--- src/sv/emr_pkg.sv ---
// shared types and constants for the midpoint ellipse rasterizer
package emr_pkg;

  localparam int PT_W   = 14;
  localparam int GRID_W = 13;

  localparam logic [GRID_W-1:0] GRID_RESET = 13'd4096;

  typedef enum logic [0:0] {
    OP_START   = 1'b0,
    OP_ADVANCE = 1'b1
  } op_t;

  typedef enum logic [0:0] {
    REG_GRID_WIDTH  = 1'b0,
    REG_GRID_HEIGHT = 1'b1
  } reg_idx_t;

  typedef enum logic [1:0] {
    RG_IDLE = 2'd0,
    RG_ONE  = 2'd1,
    RG_TWO  = 2'd2,
    RG_DONE = 2'd3
  } region_t;

  typedef enum logic [3:0] {
    DP_NOP,
    DP_LOAD,
    DP_SET_A2,
    DP_SET_B2,
    DP_INIT,
    DP_ACC_SET,
    DP_ACC_ADD,
    DP_ENTER_R2,
    DP_FINISH,
    DP_UPDATE
  } dp_op_t;

  typedef enum logic [2:0] {
    MS_AA,
    MS_BB,
    MS_A2B,
    MS_XSXS,
    MS_B2P,
    MS_YSYS,
    MS_A2P,
    MS_A2B2
  } mul_sel_t;

  typedef struct packed {
    dp_op_t     op;
    mul_sel_t   mul_sel;
    logic       out_load;
    logic       out_point;
    logic [2:0] out_idx;
    logic       out_last;
    logic       out_done;
  } dp_cmd_t;

  typedef struct packed {
    region_t region;
    logic    step_less;
    logic    walk_y_neg;
    logic    walk_y_zero;
    logic    diag;
  } dp_stat_t;

endpackage

--- src/sv/emr_ctrl.sv ---
// controller state machine for the ellipse walk
module emr_ctrl (
  input  logic              clk,
  input  logic              rst,
  input  logic              in_valid,
  output logic              in_ready,
  input  logic              op,
  output logic              out_valid,
  input  logic              out_ready,
  input  emr_pkg::dp_stat_t stat,
  output emr_pkg::dp_cmd_t  cmd
);

  typedef enum logic [3:0] {
    ST_IDLE,
    ST_SQ_A,
    ST_SQ_B,
    ST_AB,
    ST_INIT,
    ST_XS,
    ST_B2XS,
    ST_YS,
    ST_A2YS,
    ST_A2B2,
    ST_ENTER,
    ST_CHECK,
    ST_EMIT,
    ST_UPDATE,
    ST_ACK
  } state_t;

  state_t     state, state_next;
  logic [2:0] cnt, cnt_next;
  logic       eight, eight_next;
  logic       done_flag, done_flag_next;
  logic       out_valid_next;
  logic       slot_free;
  logic       emit_last;

  assign in_ready  = (state == ST_IDLE);
  assign slot_free = !out_valid || out_ready;
  assign emit_last = (cnt == (eight ? 3'd7 : 3'd3));

  always_comb begin
    cmd            = '{op: emr_pkg::DP_NOP, mul_sel: emr_pkg::MS_AA, default: '0};
    state_next     = state;
    cnt_next       = cnt;
    eight_next     = eight;
    done_flag_next = done_flag;
    case (state)
      ST_IDLE: begin
        if (in_valid) begin
          if (emr_pkg::op_t'(op) == emr_pkg::OP_START) begin
            cmd.op     = emr_pkg::DP_LOAD;
            state_next = ST_SQ_A;
          end else begin
            case (stat.region)
              emr_pkg::RG_ONE: begin
                if (stat.step_less) begin
                  eight_next     = stat.diag;
                  cnt_next       = '0;
                  done_flag_next = 1'b0;
                  state_next     = ST_EMIT;
                end else begin
                  state_next = ST_XS;
                end
              end
              emr_pkg::RG_TWO: state_next = ST_CHECK;
              default:         state_next = ST_IDLE;
            endcase
          end
        end
      end
      ST_SQ_A: begin
        cmd.mul_sel = emr_pkg::MS_AA;
        state_next  = ST_SQ_B;
      end
      ST_SQ_B: begin
        cmd.op      = emr_pkg::DP_SET_A2;
        cmd.mul_sel = emr_pkg::MS_BB;
        state_next  = ST_AB;
      end
      ST_AB: begin
        cmd.op      = emr_pkg::DP_SET_B2;
        cmd.mul_sel = emr_pkg::MS_A2B;
        state_next  = ST_INIT;
      end
      ST_INIT: begin
        cmd.op         = emr_pkg::DP_INIT;
        done_flag_next = 1'b0;
        state_next     = ST_ACK;
      end
      ST_XS: begin
        cmd.mul_sel = emr_pkg::MS_XSXS;
        state_next  = ST_B2XS;
      end
      ST_B2XS: begin
        cmd.mul_sel = emr_pkg::MS_B2P;
        state_next  = ST_YS;
      end
      ST_YS: begin
        cmd.op      = emr_pkg::DP_ACC_SET;
        cmd.mul_sel = emr_pkg::MS_YSYS;
        state_next  = ST_A2YS;
      end
      ST_A2YS: begin
        cmd.mul_sel = emr_pkg::MS_A2P;
        state_next  = ST_A2B2;
      end
      ST_A2B2: begin
        cmd.op      = emr_pkg::DP_ACC_ADD;
        cmd.mul_sel = emr_pkg::MS_A2B2;
        state_next  = ST_ENTER;
      end
      ST_ENTER: begin
        cmd.op     = emr_pkg::DP_ENTER_R2;
        state_next = ST_CHECK;
      end
      ST_CHECK: begin
        if (stat.walk_y_neg) begin
          cmd.op         = emr_pkg::DP_FINISH;
          done_flag_next = 1'b1;
          state_next     = ST_ACK;
        end else begin
          eight_next     = stat.diag;
          cnt_next       = '0;
          done_flag_next = stat.walk_y_zero;
          state_next     = ST_EMIT;
        end
      end
      ST_EMIT: begin
        if (slot_free) begin
          cmd.out_load  = 1'b1;
          cmd.out_point = 1'b1;
          cmd.out_idx   = cnt;
          cmd.out_last  = emit_last;
          cmd.out_done  = done_flag;
          cnt_next      = cnt + 3'd1;
          if (emit_last) begin
            state_next = ST_UPDATE;
          end
        end
      end
      ST_UPDATE: begin
        cmd.op     = emr_pkg::DP_UPDATE;
        state_next = ST_IDLE;
      end
      ST_ACK: begin
        if (slot_free) begin
          cmd.out_load = 1'b1;
          cmd.out_last = 1'b1;
          cmd.out_done = done_flag;
          state_next   = ST_IDLE;
        end
      end
      default: state_next = ST_IDLE;
    endcase
  end

  assign out_valid_next = cmd.out_load ? 1'b1 : (out_ready ? 1'b0 : out_valid);

  always_ff @(posedge clk) begin
    if (rst) begin
      state     <= ST_IDLE;
      cnt       <= '0;
      eight     <= 1'b0;
      done_flag <= 1'b0;
      out_valid <= 1'b0;
    end else begin
      state     <= state_next;
      cnt       <= cnt_next;
      eight     <= eight_next;
      done_flag <= done_flag_next;
      out_valid <= out_valid_next;
    end
  end

endmodule

--- src/sv/emr_datapath.sv ---
// walk registers, shared multiplier, decision terms and result register
module emr_datapath #(
  parameter int COORD_BITS = 12
) (
  input  logic                          clk,
  input  logic                          rst,
  input  emr_pkg::dp_cmd_t              cmd,
  output emr_pkg::dp_stat_t             stat,
  input  logic                          cfg_we,
  input  logic [0:0]                    cfg_index,
  input  logic [emr_pkg::GRID_W-1:0]    cfg_data,
  input  logic [11:0]                   center_x,
  input  logic [11:0]                   center_y,
  input  logic [11:0]                   semi_axis_x,
  input  logic [11:0]                   semi_axis_y,
  output logic [emr_pkg::PT_W-1:0]      point_x,
  output logic [emr_pkg::PT_W-1:0]      point_y,
  output logic                          point_valid,
  output logic                          in_grid,
  output logic                          last_of_step,
  output logic                          done_res
);

  localparam int CB   = COORD_BITS;
  localparam int WW   = CB + 2;
  localparam int PW   = CB + 3;
  localparam int MW   = 2 * CB + 4;
  localparam int DW   = 4 * CB + 8;
  localparam int CMPW = (PW > emr_pkg::GRID_W) ? PW : emr_pkg::GRID_W;
  localparam logic [WW-1:0] W_ONE = WW'(1);

  logic [CB-1:0]   cx, cy, a_in, b_in;
  logic [2*CB-1:0] a2, b2;
  logic [WW-1:0]   walk_x, walk_y, last_x, last_y;
  logic [DW-1:0]   step_dx, step_dy, decision, acc, prod;
  emr_pkg::region_t region;
  logic [emr_pkg::GRID_W-1:0] grid_w, grid_h;

  // multiplier operands
  logic [WW:0]   xs, ys;
  logic [WW:0]   ys_abs;
  logic [MW-1:0] opa, opb;
  logic [DW-1:0] mul_res;

  assign xs     = {walk_x, 1'b1};
  assign ys     = {walk_y[WW-1], walk_y} - (WW+1)'(1);
  assign ys_abs = ys[WW] ? ((WW+1)'(0) - ys) : ys;

  always_comb begin
    case (cmd.mul_sel)
      emr_pkg::MS_AA:   begin opa = MW'(a_in);   opb = MW'(a_in);   end
      emr_pkg::MS_BB:   begin opa = MW'(b_in);   opb = MW'(b_in);   end
      emr_pkg::MS_A2B:  begin opa = MW'(a2);     opb = MW'(b_in);   end
      emr_pkg::MS_XSXS: begin opa = MW'(xs);     opb = MW'(xs);     end
      emr_pkg::MS_B2P:  begin opa = MW'(b2);     opb = prod[MW-1:0]; end
      emr_pkg::MS_YSYS: begin opa = MW'(ys_abs); opb = MW'(ys_abs); end
      emr_pkg::MS_A2P:  begin opa = MW'(a2);     opb = prod[MW-1:0]; end
      emr_pkg::MS_A2B2: begin opa = MW'(a2);     opb = MW'(b2);     end
      default:          begin opa = '0;          opb = '0;          end
    endcase
  end

  assign mul_res = opa * opb;

  // step terms
  logic [DW-1:0] a2e, b2e, sdx_n, sdy_n;
  logic [WW-1:0] wy_dec, ddx, ddy;

  assign a2e    = DW'(a2);
  assign b2e    = DW'(b2);
  assign sdx_n  = step_dx + {b2e[DW-2:0], 1'b0};
  assign sdy_n  = step_dy - {a2e[DW-2:0], 1'b0};
  assign wy_dec = walk_y - W_ONE;
  assign ddx    = walk_x - last_x;
  assign ddy    = walk_y - last_y;

  assign stat.region      = region;
  assign stat.step_less   = $signed(step_dx) < $signed(step_dy);
  assign stat.walk_y_neg  = walk_y[WW-1];
  assign stat.walk_y_zero = (walk_y == '0);
  assign stat.diag        = (ddx == W_ONE || ddx == '1) && (ddy == W_ONE || ddy == '1);

  always_ff @(posedge clk) begin
    prod <= mul_res;
    case (cmd.op)
      emr_pkg::DP_LOAD: begin
        cx   <= CB'(center_x);
        cy   <= CB'(center_y);
        a_in <= CB'(semi_axis_x);
        b_in <= CB'(semi_axis_y);
      end
      emr_pkg::DP_SET_A2: a2 <= prod[2*CB-1:0];
      emr_pkg::DP_SET_B2: b2 <= prod[2*CB-1:0];
      emr_pkg::DP_INIT: begin
        // prod holds a2 * b here
        step_dx  <= '0;
        step_dy  <= {prod[DW-2:0], 1'b0};
        decision <= b2e - prod + DW'(a2 >> 2);
        walk_x   <= '0;
        walk_y   <= WW'(b_in);
        last_x   <= '0;
        last_y   <= WW'(b_in);
      end
      emr_pkg::DP_ACC_SET: acc <= prod >> 2;
      emr_pkg::DP_ACC_ADD: acc <= acc + prod;
      emr_pkg::DP_ENTER_R2: decision <= acc - prod;
      emr_pkg::DP_UPDATE: begin
        last_x <= walk_x;
        last_y <= walk_y;
        if (region == emr_pkg::RG_ONE) begin
          walk_x  <= walk_x + W_ONE;
          step_dx <= sdx_n;
          if (decision[DW-1]) begin
            decision <= decision + sdx_n + b2e;
          end else begin
            walk_y   <= wy_dec;
            step_dy  <= sdy_n;
            decision <= decision + sdx_n - sdy_n + b2e;
          end
        end else begin
          walk_y  <= wy_dec;
          step_dy <= sdy_n;
          if (!decision[DW-1] && decision != '0) begin
            decision <= decision + a2e - sdy_n;
          end else begin
            walk_x   <= walk_x + W_ONE;
            step_dx  <= sdx_n;
            decision <= decision + sdx_n - sdy_n + a2e;
          end
        end
      end
      default: ;
    endcase
  end

  always_ff @(posedge clk) begin
    if (rst) begin
      region <= emr_pkg::RG_IDLE;
    end else begin
      case (cmd.op)
        emr_pkg::DP_INIT:     region <= emr_pkg::RG_ONE;
        emr_pkg::DP_ENTER_R2: region <= emr_pkg::RG_TWO;
        emr_pkg::DP_FINISH:   region <= emr_pkg::RG_DONE;
        emr_pkg::DP_UPDATE: begin
          if (region == emr_pkg::RG_TWO && wy_dec[WW-1]) begin
            region <= emr_pkg::RG_DONE;
          end
        end
        default: ;
      endcase
    end
  end

  always_ff @(posedge clk) begin
    if (rst) begin
      grid_w <= emr_pkg::GRID_RESET;
      grid_h <= emr_pkg::GRID_RESET;
    end else if (cfg_we) begin
      case (emr_pkg::reg_idx_t'(cfg_index))
        emr_pkg::REG_GRID_WIDTH:  grid_w <= cfg_data;
        emr_pkg::REG_GRID_HEIGHT: grid_h <= cfg_data;
        default: ;
      endcase
    end
  end

  // point generation: set 1 is the corrector offset
  logic [WW-1:0] ox, oy;
  logic [PW-1:0] cxe, cye, oxe, oye, px, py;
  logic          px_in;

  always_comb begin
    ox = walk_x;
    oy = walk_y;
    if (cmd.out_idx[2]) begin
      if (region == emr_pkg::RG_ONE) begin
        ox = last_x;
      end else begin
        oy = last_y;
      end
    end
  end

  assign cxe   = PW'(cx);
  assign cye   = PW'(cy);
  assign oxe   = {ox[WW-1], ox};
  assign oye   = {oy[WW-1], oy};
  assign px    = cmd.out_idx[0] ? (cxe - oxe) : (cxe + oxe);
  assign py    = cmd.out_idx[1] ? (cye - oye) : (cye + oye);
  assign px_in = !px[PW-1] && !py[PW-1] &&
                 (CMPW'(px) < CMPW'(grid_w)) && (CMPW'(py) < CMPW'(grid_h));

  always_ff @(posedge clk) begin
    if (cmd.out_load) begin
      point_valid  <= cmd.out_point;
      last_of_step <= cmd.out_last;
      done_res     <= cmd.out_done;
      if (cmd.out_point) begin
        point_x <= emr_pkg::PT_W'($signed(px));
        point_y <= emr_pkg::PT_W'($signed(py));
        in_grid <= px_in;
      end else begin
        point_x <= '0;
        point_y <= '0;
        in_grid <= 1'b0;
      end
    end
  end

endmodule

--- src/sv/ellipse_midpoint_rasterizer.sv ---
// top level: two-region midpoint ellipse walk with 4-connected outline
// start: loads the operands, forms three products on one multiplier, then sends an ack beat
// advance: 4 or 8 point beats, one per cycle while the output slot is free, then an update state before the next input
// region change first runs the region-two decision products on the shared multiplier before the first point
// in_ready is high only while the controller is idle; one output register holds a beat
// synchronous active-high reset: grid registers to 4096, no ellipse loaded, output empty
module ellipse_midpoint_rasterizer #(
  parameter int COORD_BITS = 12
) (
  input  logic                       clk,
  input  logic                       rst,
  // configuration writes
  input  logic                       cfg_we,
  input  logic [0:0]                 cfg_index,
  input  logic [12:0]                cfg_data,
  // input beats
  input  logic                       in_valid,
  output logic                       in_ready,
  input  logic                       op,
  input  logic [11:0]                center_x,
  input  logic [11:0]                center_y,
  input  logic [11:0]                semi_axis_x,
  input  logic [11:0]                semi_axis_y,
  // result beats
  output logic                       out_valid,
  input  logic                       out_ready,
  output logic signed [13:0]         point_x,
  output logic signed [13:0]         point_y,
  output logic                       point_valid,
  output logic                       in_grid,
  output logic                       last_of_step,
  output logic                       done_res
);

  emr_pkg::dp_cmd_t  cmd;
  emr_pkg::dp_stat_t stat;
  logic [13:0]       px_raw, py_raw;

  // controller sequences multiplies, emission and the walk update
  emr_ctrl u_ctrl (
    .clk       (clk),
    .rst       (rst),
    .in_valid  (in_valid),
    .in_ready  (in_ready),
    .op        (op),
    .out_valid (out_valid),
    .out_ready (out_ready),
    .stat      (stat),
    .cmd       (cmd)
  );

  // datapath holds the walk state, grid size and the output register
  emr_datapath #(
    .COORD_BITS (COORD_BITS)
  ) u_dp (
    .clk          (clk),
    .rst          (rst),
    .cmd          (cmd),
    .stat         (stat),
    .cfg_we       (cfg_we),
    .cfg_index    (cfg_index),
    .cfg_data     (cfg_data),
    .center_x     (center_x),
    .center_y     (center_y),
    .semi_axis_x  (semi_axis_x),
    .semi_axis_y  (semi_axis_y),
    .point_x      (px_raw),
    .point_y      (py_raw),
    .point_valid  (point_valid),
    .in_grid      (in_grid),
    .last_of_step (last_of_step),
    .done_res     (done_res)
  );

  assign point_x = $signed(px_raw);
  assign point_y = $signed(py_raw);

endmodule
--- config.mk ---
export PLATFORM = sky130hd
export DESIGN_NAME = ellipse_midpoint_rasterizer
export DESIGN_NICKNAME = d
export VERILOG_FILES = /design/src/sv/emr_pkg.sv /design/src/sv/emr_ctrl.sv /design/src/sv/emr_datapath.sv /design/src/sv/ellipse_midpoint_rasterizer.sv
export SDC_FILE = /design/constraint.sdc
export NUM_CORES = 2
export LEC_CHECK = 0
export BUFFER_PORTS_ARGS = -buffer_cell sky130_fd_sc_hd__buf_2
export CORE_UTILIZATION = 35
export DETAILED_ROUTE_END_ITERATION = 10
export GPL_ROUTABILITY_DRIVEN = 0
export GPL_TIMING_DRIVEN = 0
export PLACE_DENSITY = 0.51
export RECOVER_POWER = 100
export SYNTH_ARGS = -nofsm -noshare
export SYNTH_HDL_FRONTEND = slang
export SYNTH_SLANG_ARGS = --single-unit
--- constraint.sdc ---
create_clock -name clk -period 11.3 [get_ports clk]
set_clock_uncertainty 0.05 [all_clocks]
set_input_delay 3.39 -clock clk [delete_from_list [all_inputs] [get_ports clk]]
set_output_delay 3.39 -clock clk [all_outputs]
set_load 0.03 [all_outputs]
==> summary.txt <==
Status
  • Outcome: finished with violations
  • Failing checks: capacitance limit, slew limit

Timing
  • Worst hold slack: 0.405 ns
  • Final hold vios: 0
  • Slew Limit Fails: 341
  • Tcrit/Tclk final: 98.0%
  • PnR worst setup slack: 0.227 ns
  • Final setup violation count: 0
  • Normalized max-slew margin: -147%
  • F_max: 90.3 MHz
  • Worst Tran Pin Value: 3.70 ns
  • Period minus WS final: 11.07 ns

Place
  • Number of port buffers: 101
  • Placed instance count: 12.0k
  • Pre-CTS setup slack: -1.98 ns
  • Placement Cell Area: 79,400 um2
  • Detail Placement HPWL: 263 mm

Final layout
  • Register area: 14,100 um2
  • Most common cell after layout, fill and taps aside: inv_1
  • Most frequent cells in the layout: 1,177 x inv_1, 1,019 x nand2_1, 796 x nor2_1, 779 x ha_1, 629 x fa_1
  • Area of the multi-input gates: 55,600 um2
  • Area Growth Syn to Fin: 9.91%
  • Share of cells above drive strength 1: 4.98%
  • Post-Layout Cell Count: 12.2k
  • NumNets Final: 10.8k
  • Design Area, Final: 82,300 um2
  • Fill cell count: 22.0k

Floorplan
  • Die area: 216,000 um2
  • Core Area: 212,000 um2
  • Initial core utilization: 35.3%
  • Io pins: 102
  • DIE HEIGHT: 464 um
  • Die Width: 464 um
  • Num rows: 169

Worst setup path
  • Worst Setup Path Type: reg -> reg
  • Critical Path AT: 11.49 ns
  • Worst Setup End Kind: register
  • Slowest stage cell on the critical path: nor4_4
  • Critical Path Start Type: register
  • R2R cell count: 38
  • Crit path largest cell delay: 0.57 ns
  • Crit path max fanout: 9
  • Req. time, crit path: 11.72 ns

Synthesis
  • FF+latch count, synth: 499
  • Distinct cells, synth: 116
  • Seq/Total Area, Yosys: 18.8%
  • Mapped cell area: 74,900 um2
  • Synth Flop Type: edfxtp_1
  • Ys Warns: 0
  • Ys async rst share: 0%
  • Avg Cell Area, Syn: 8.26 um2
  • Cells after Synth: 9,058
  • Post-synth EDFFs: 406
  • Syn nets: 10.5k

Global route
  • First-pass GRT wire length: 452 mm
  • Initial antenna violation count: 8
  • Vias in the first global route: 66.5k
  • Total grt overflow: 0
  • GRT Util Overall: 28.5%
  • Largest net degree at the start of global routing: 50

Detailed routing
  • Wire per inst: 26.0 um
  • DR iter-0 viols: 7,128
  • DR vias/cell: 5.72
  • Routed WL: 316 mm
  • Vias: 69.6k
  • ANT nets after route: 0
  • First drt pass iteration count: 8
  • DRC violations left: 0

Hold path
  • Hold Path Depth: 2
  • Hold crit path type: reg -> reg

Clock tree
  • CTS Sinks: 499
  • Total number of H-tree levels: 3
  • CTS tree: yes
  • Clock-pin slew on the worst setup and hold paths: 0.06 ns
  • Cts hold-fix bufs: 0
  • TritonCTS buffer count: 69
  • Root Buffer: clkbuf_16
  • Worst-Skew Late Latency: 0.74 ns
  • Largest buffer count on any clock path: 3

Job
  • Max-Cap Viols: 22
-- cell usage after synthesis, types with 44 or more instances --
cell	n	area, um2
clkbuf_1	302	1130
a21oi_1	633	3170
a22oi_1	50	375
nor4_1	53	332
nor3_1	160	801
a211oi_1	59	443
fa_1	629	12600
o21a_1	78	586
or3_1	44	275
nand2_1	1020	3830
and2_1	153	957
a31oi_1	51	319
and3_1	68	425
xor2_1	170	1490
nand3_1	146	731
nand2b_1	91	569
a21o_1	251	1880
edfxtp_1	406	12200
nor2_1	800	3000
o21ai_0	442	2210
nand4_1	98	613
o211ai_1	54	405
o21bai_1	96	721
nor2b_1	61	382
inv_1	1177	4420
dfxtp_1	93	1860
xnor2_1	456	3990
ha_1	781	9770
-- flip-flops by register name, indices dropped and copies added (netlist names), 14 cells and up --
name / cells
u_dp.decision: 56
u_dp.step_dy: 55
u_dp.point_x: 14
u_dp.point_y: 14
u_dp.step_dx: 55
u_dp.acc: 56
u_dp.walk_y: 14
u_dp.last_y: 14
u_dp.walk_x: 14
u_dp.prod: 55
u_dp.last_x: 14
u_dp.b2: 24
u_dp.a2: 24
-- metrics by stage --
step,setup TNS [ns],utilization (%)
finish,0,38.8
global route,-0.0478,38.8
CTS,-0.0327,38.7
detailed placement,-55.04,37.4
global placement,-592.71,37.2
floorplan,0,-
-- metal layers --
| metal | track usage, % | vias to the layer above | part of all wire, % |
|---|---|---|---|
| met5 | 0 | - | 0.0085 |
| li1 | - | 31400 | - |
| met2 | 43.0 | 3356 | 42 |
| met4 | 14.2 | 4 | 5.9 |
| met1 | 38.1 | 34200 | 42 |
| met3 | 6.55 | 695 | 10 |
-- final cells by class --
class                      count  share of cell area (%)
tap                         2821                    4.29
timing repair buffer         158                    1.02
inverter                    1181                    5.39
buffer                       347                    1.75
sequential                   499                    17.1
clock inverter                43                   0.657
multi-input combinational   7027                    67.6
antenna                        3                 0.00912
clock buffer                  85                    2.23
-- worst paths after layout --
path	slack, ns	end	from
setup / recovery	0.23	u_dp.decision[46]	u_dp.b2[0]
hold / removal	0.41	u_dp.grid_w[4]	u_dp.grid_w[4]
setup reg to reg	0.23	u_dp.decision[46]	u_dp.b2[0]
hold reg to reg	0.41	u_dp.grid_w[4]	u_dp.grid_w[4]
-- kinds of logic (layout without fill, tap and decap cells) --
logic type      count (synthesis)  in the layout  share of synthesized area, %
xor+xnor                      628            628                          7.37
buf+inv                      1532           1814                          7.74
other cells                     0              3                             0
fa+ha+maj                    1410           1410                          29.9
compound gates               2117           2117                          18.2
mux                            56             56                         0.784
simple gates                 2816           2816                          17.3
flops                         499            499                          18.8
-- critical path: cells and delay by family (launching register included) --
kind | cells | cell delay [ns]
flops | 1 | 0.44
buf+inv | 3 | 0.55
compound gates | 14 | 4.19
xor+xnor | 2 | 0.29
fa+ha+maj | 4 | 1.27
simple gates | 15 | 4.01
-- repair_timing --
item,4_1_cts,5_1_grt
endpoints found under the setup margin,57,48
pin swaps,3,11
setup buffers,5,26
gates resized for setup,79,112
Power is left out: the tool's default activity adds up to more than one toggle a clock period on the data nets, which glitch-free logic cannot reach.
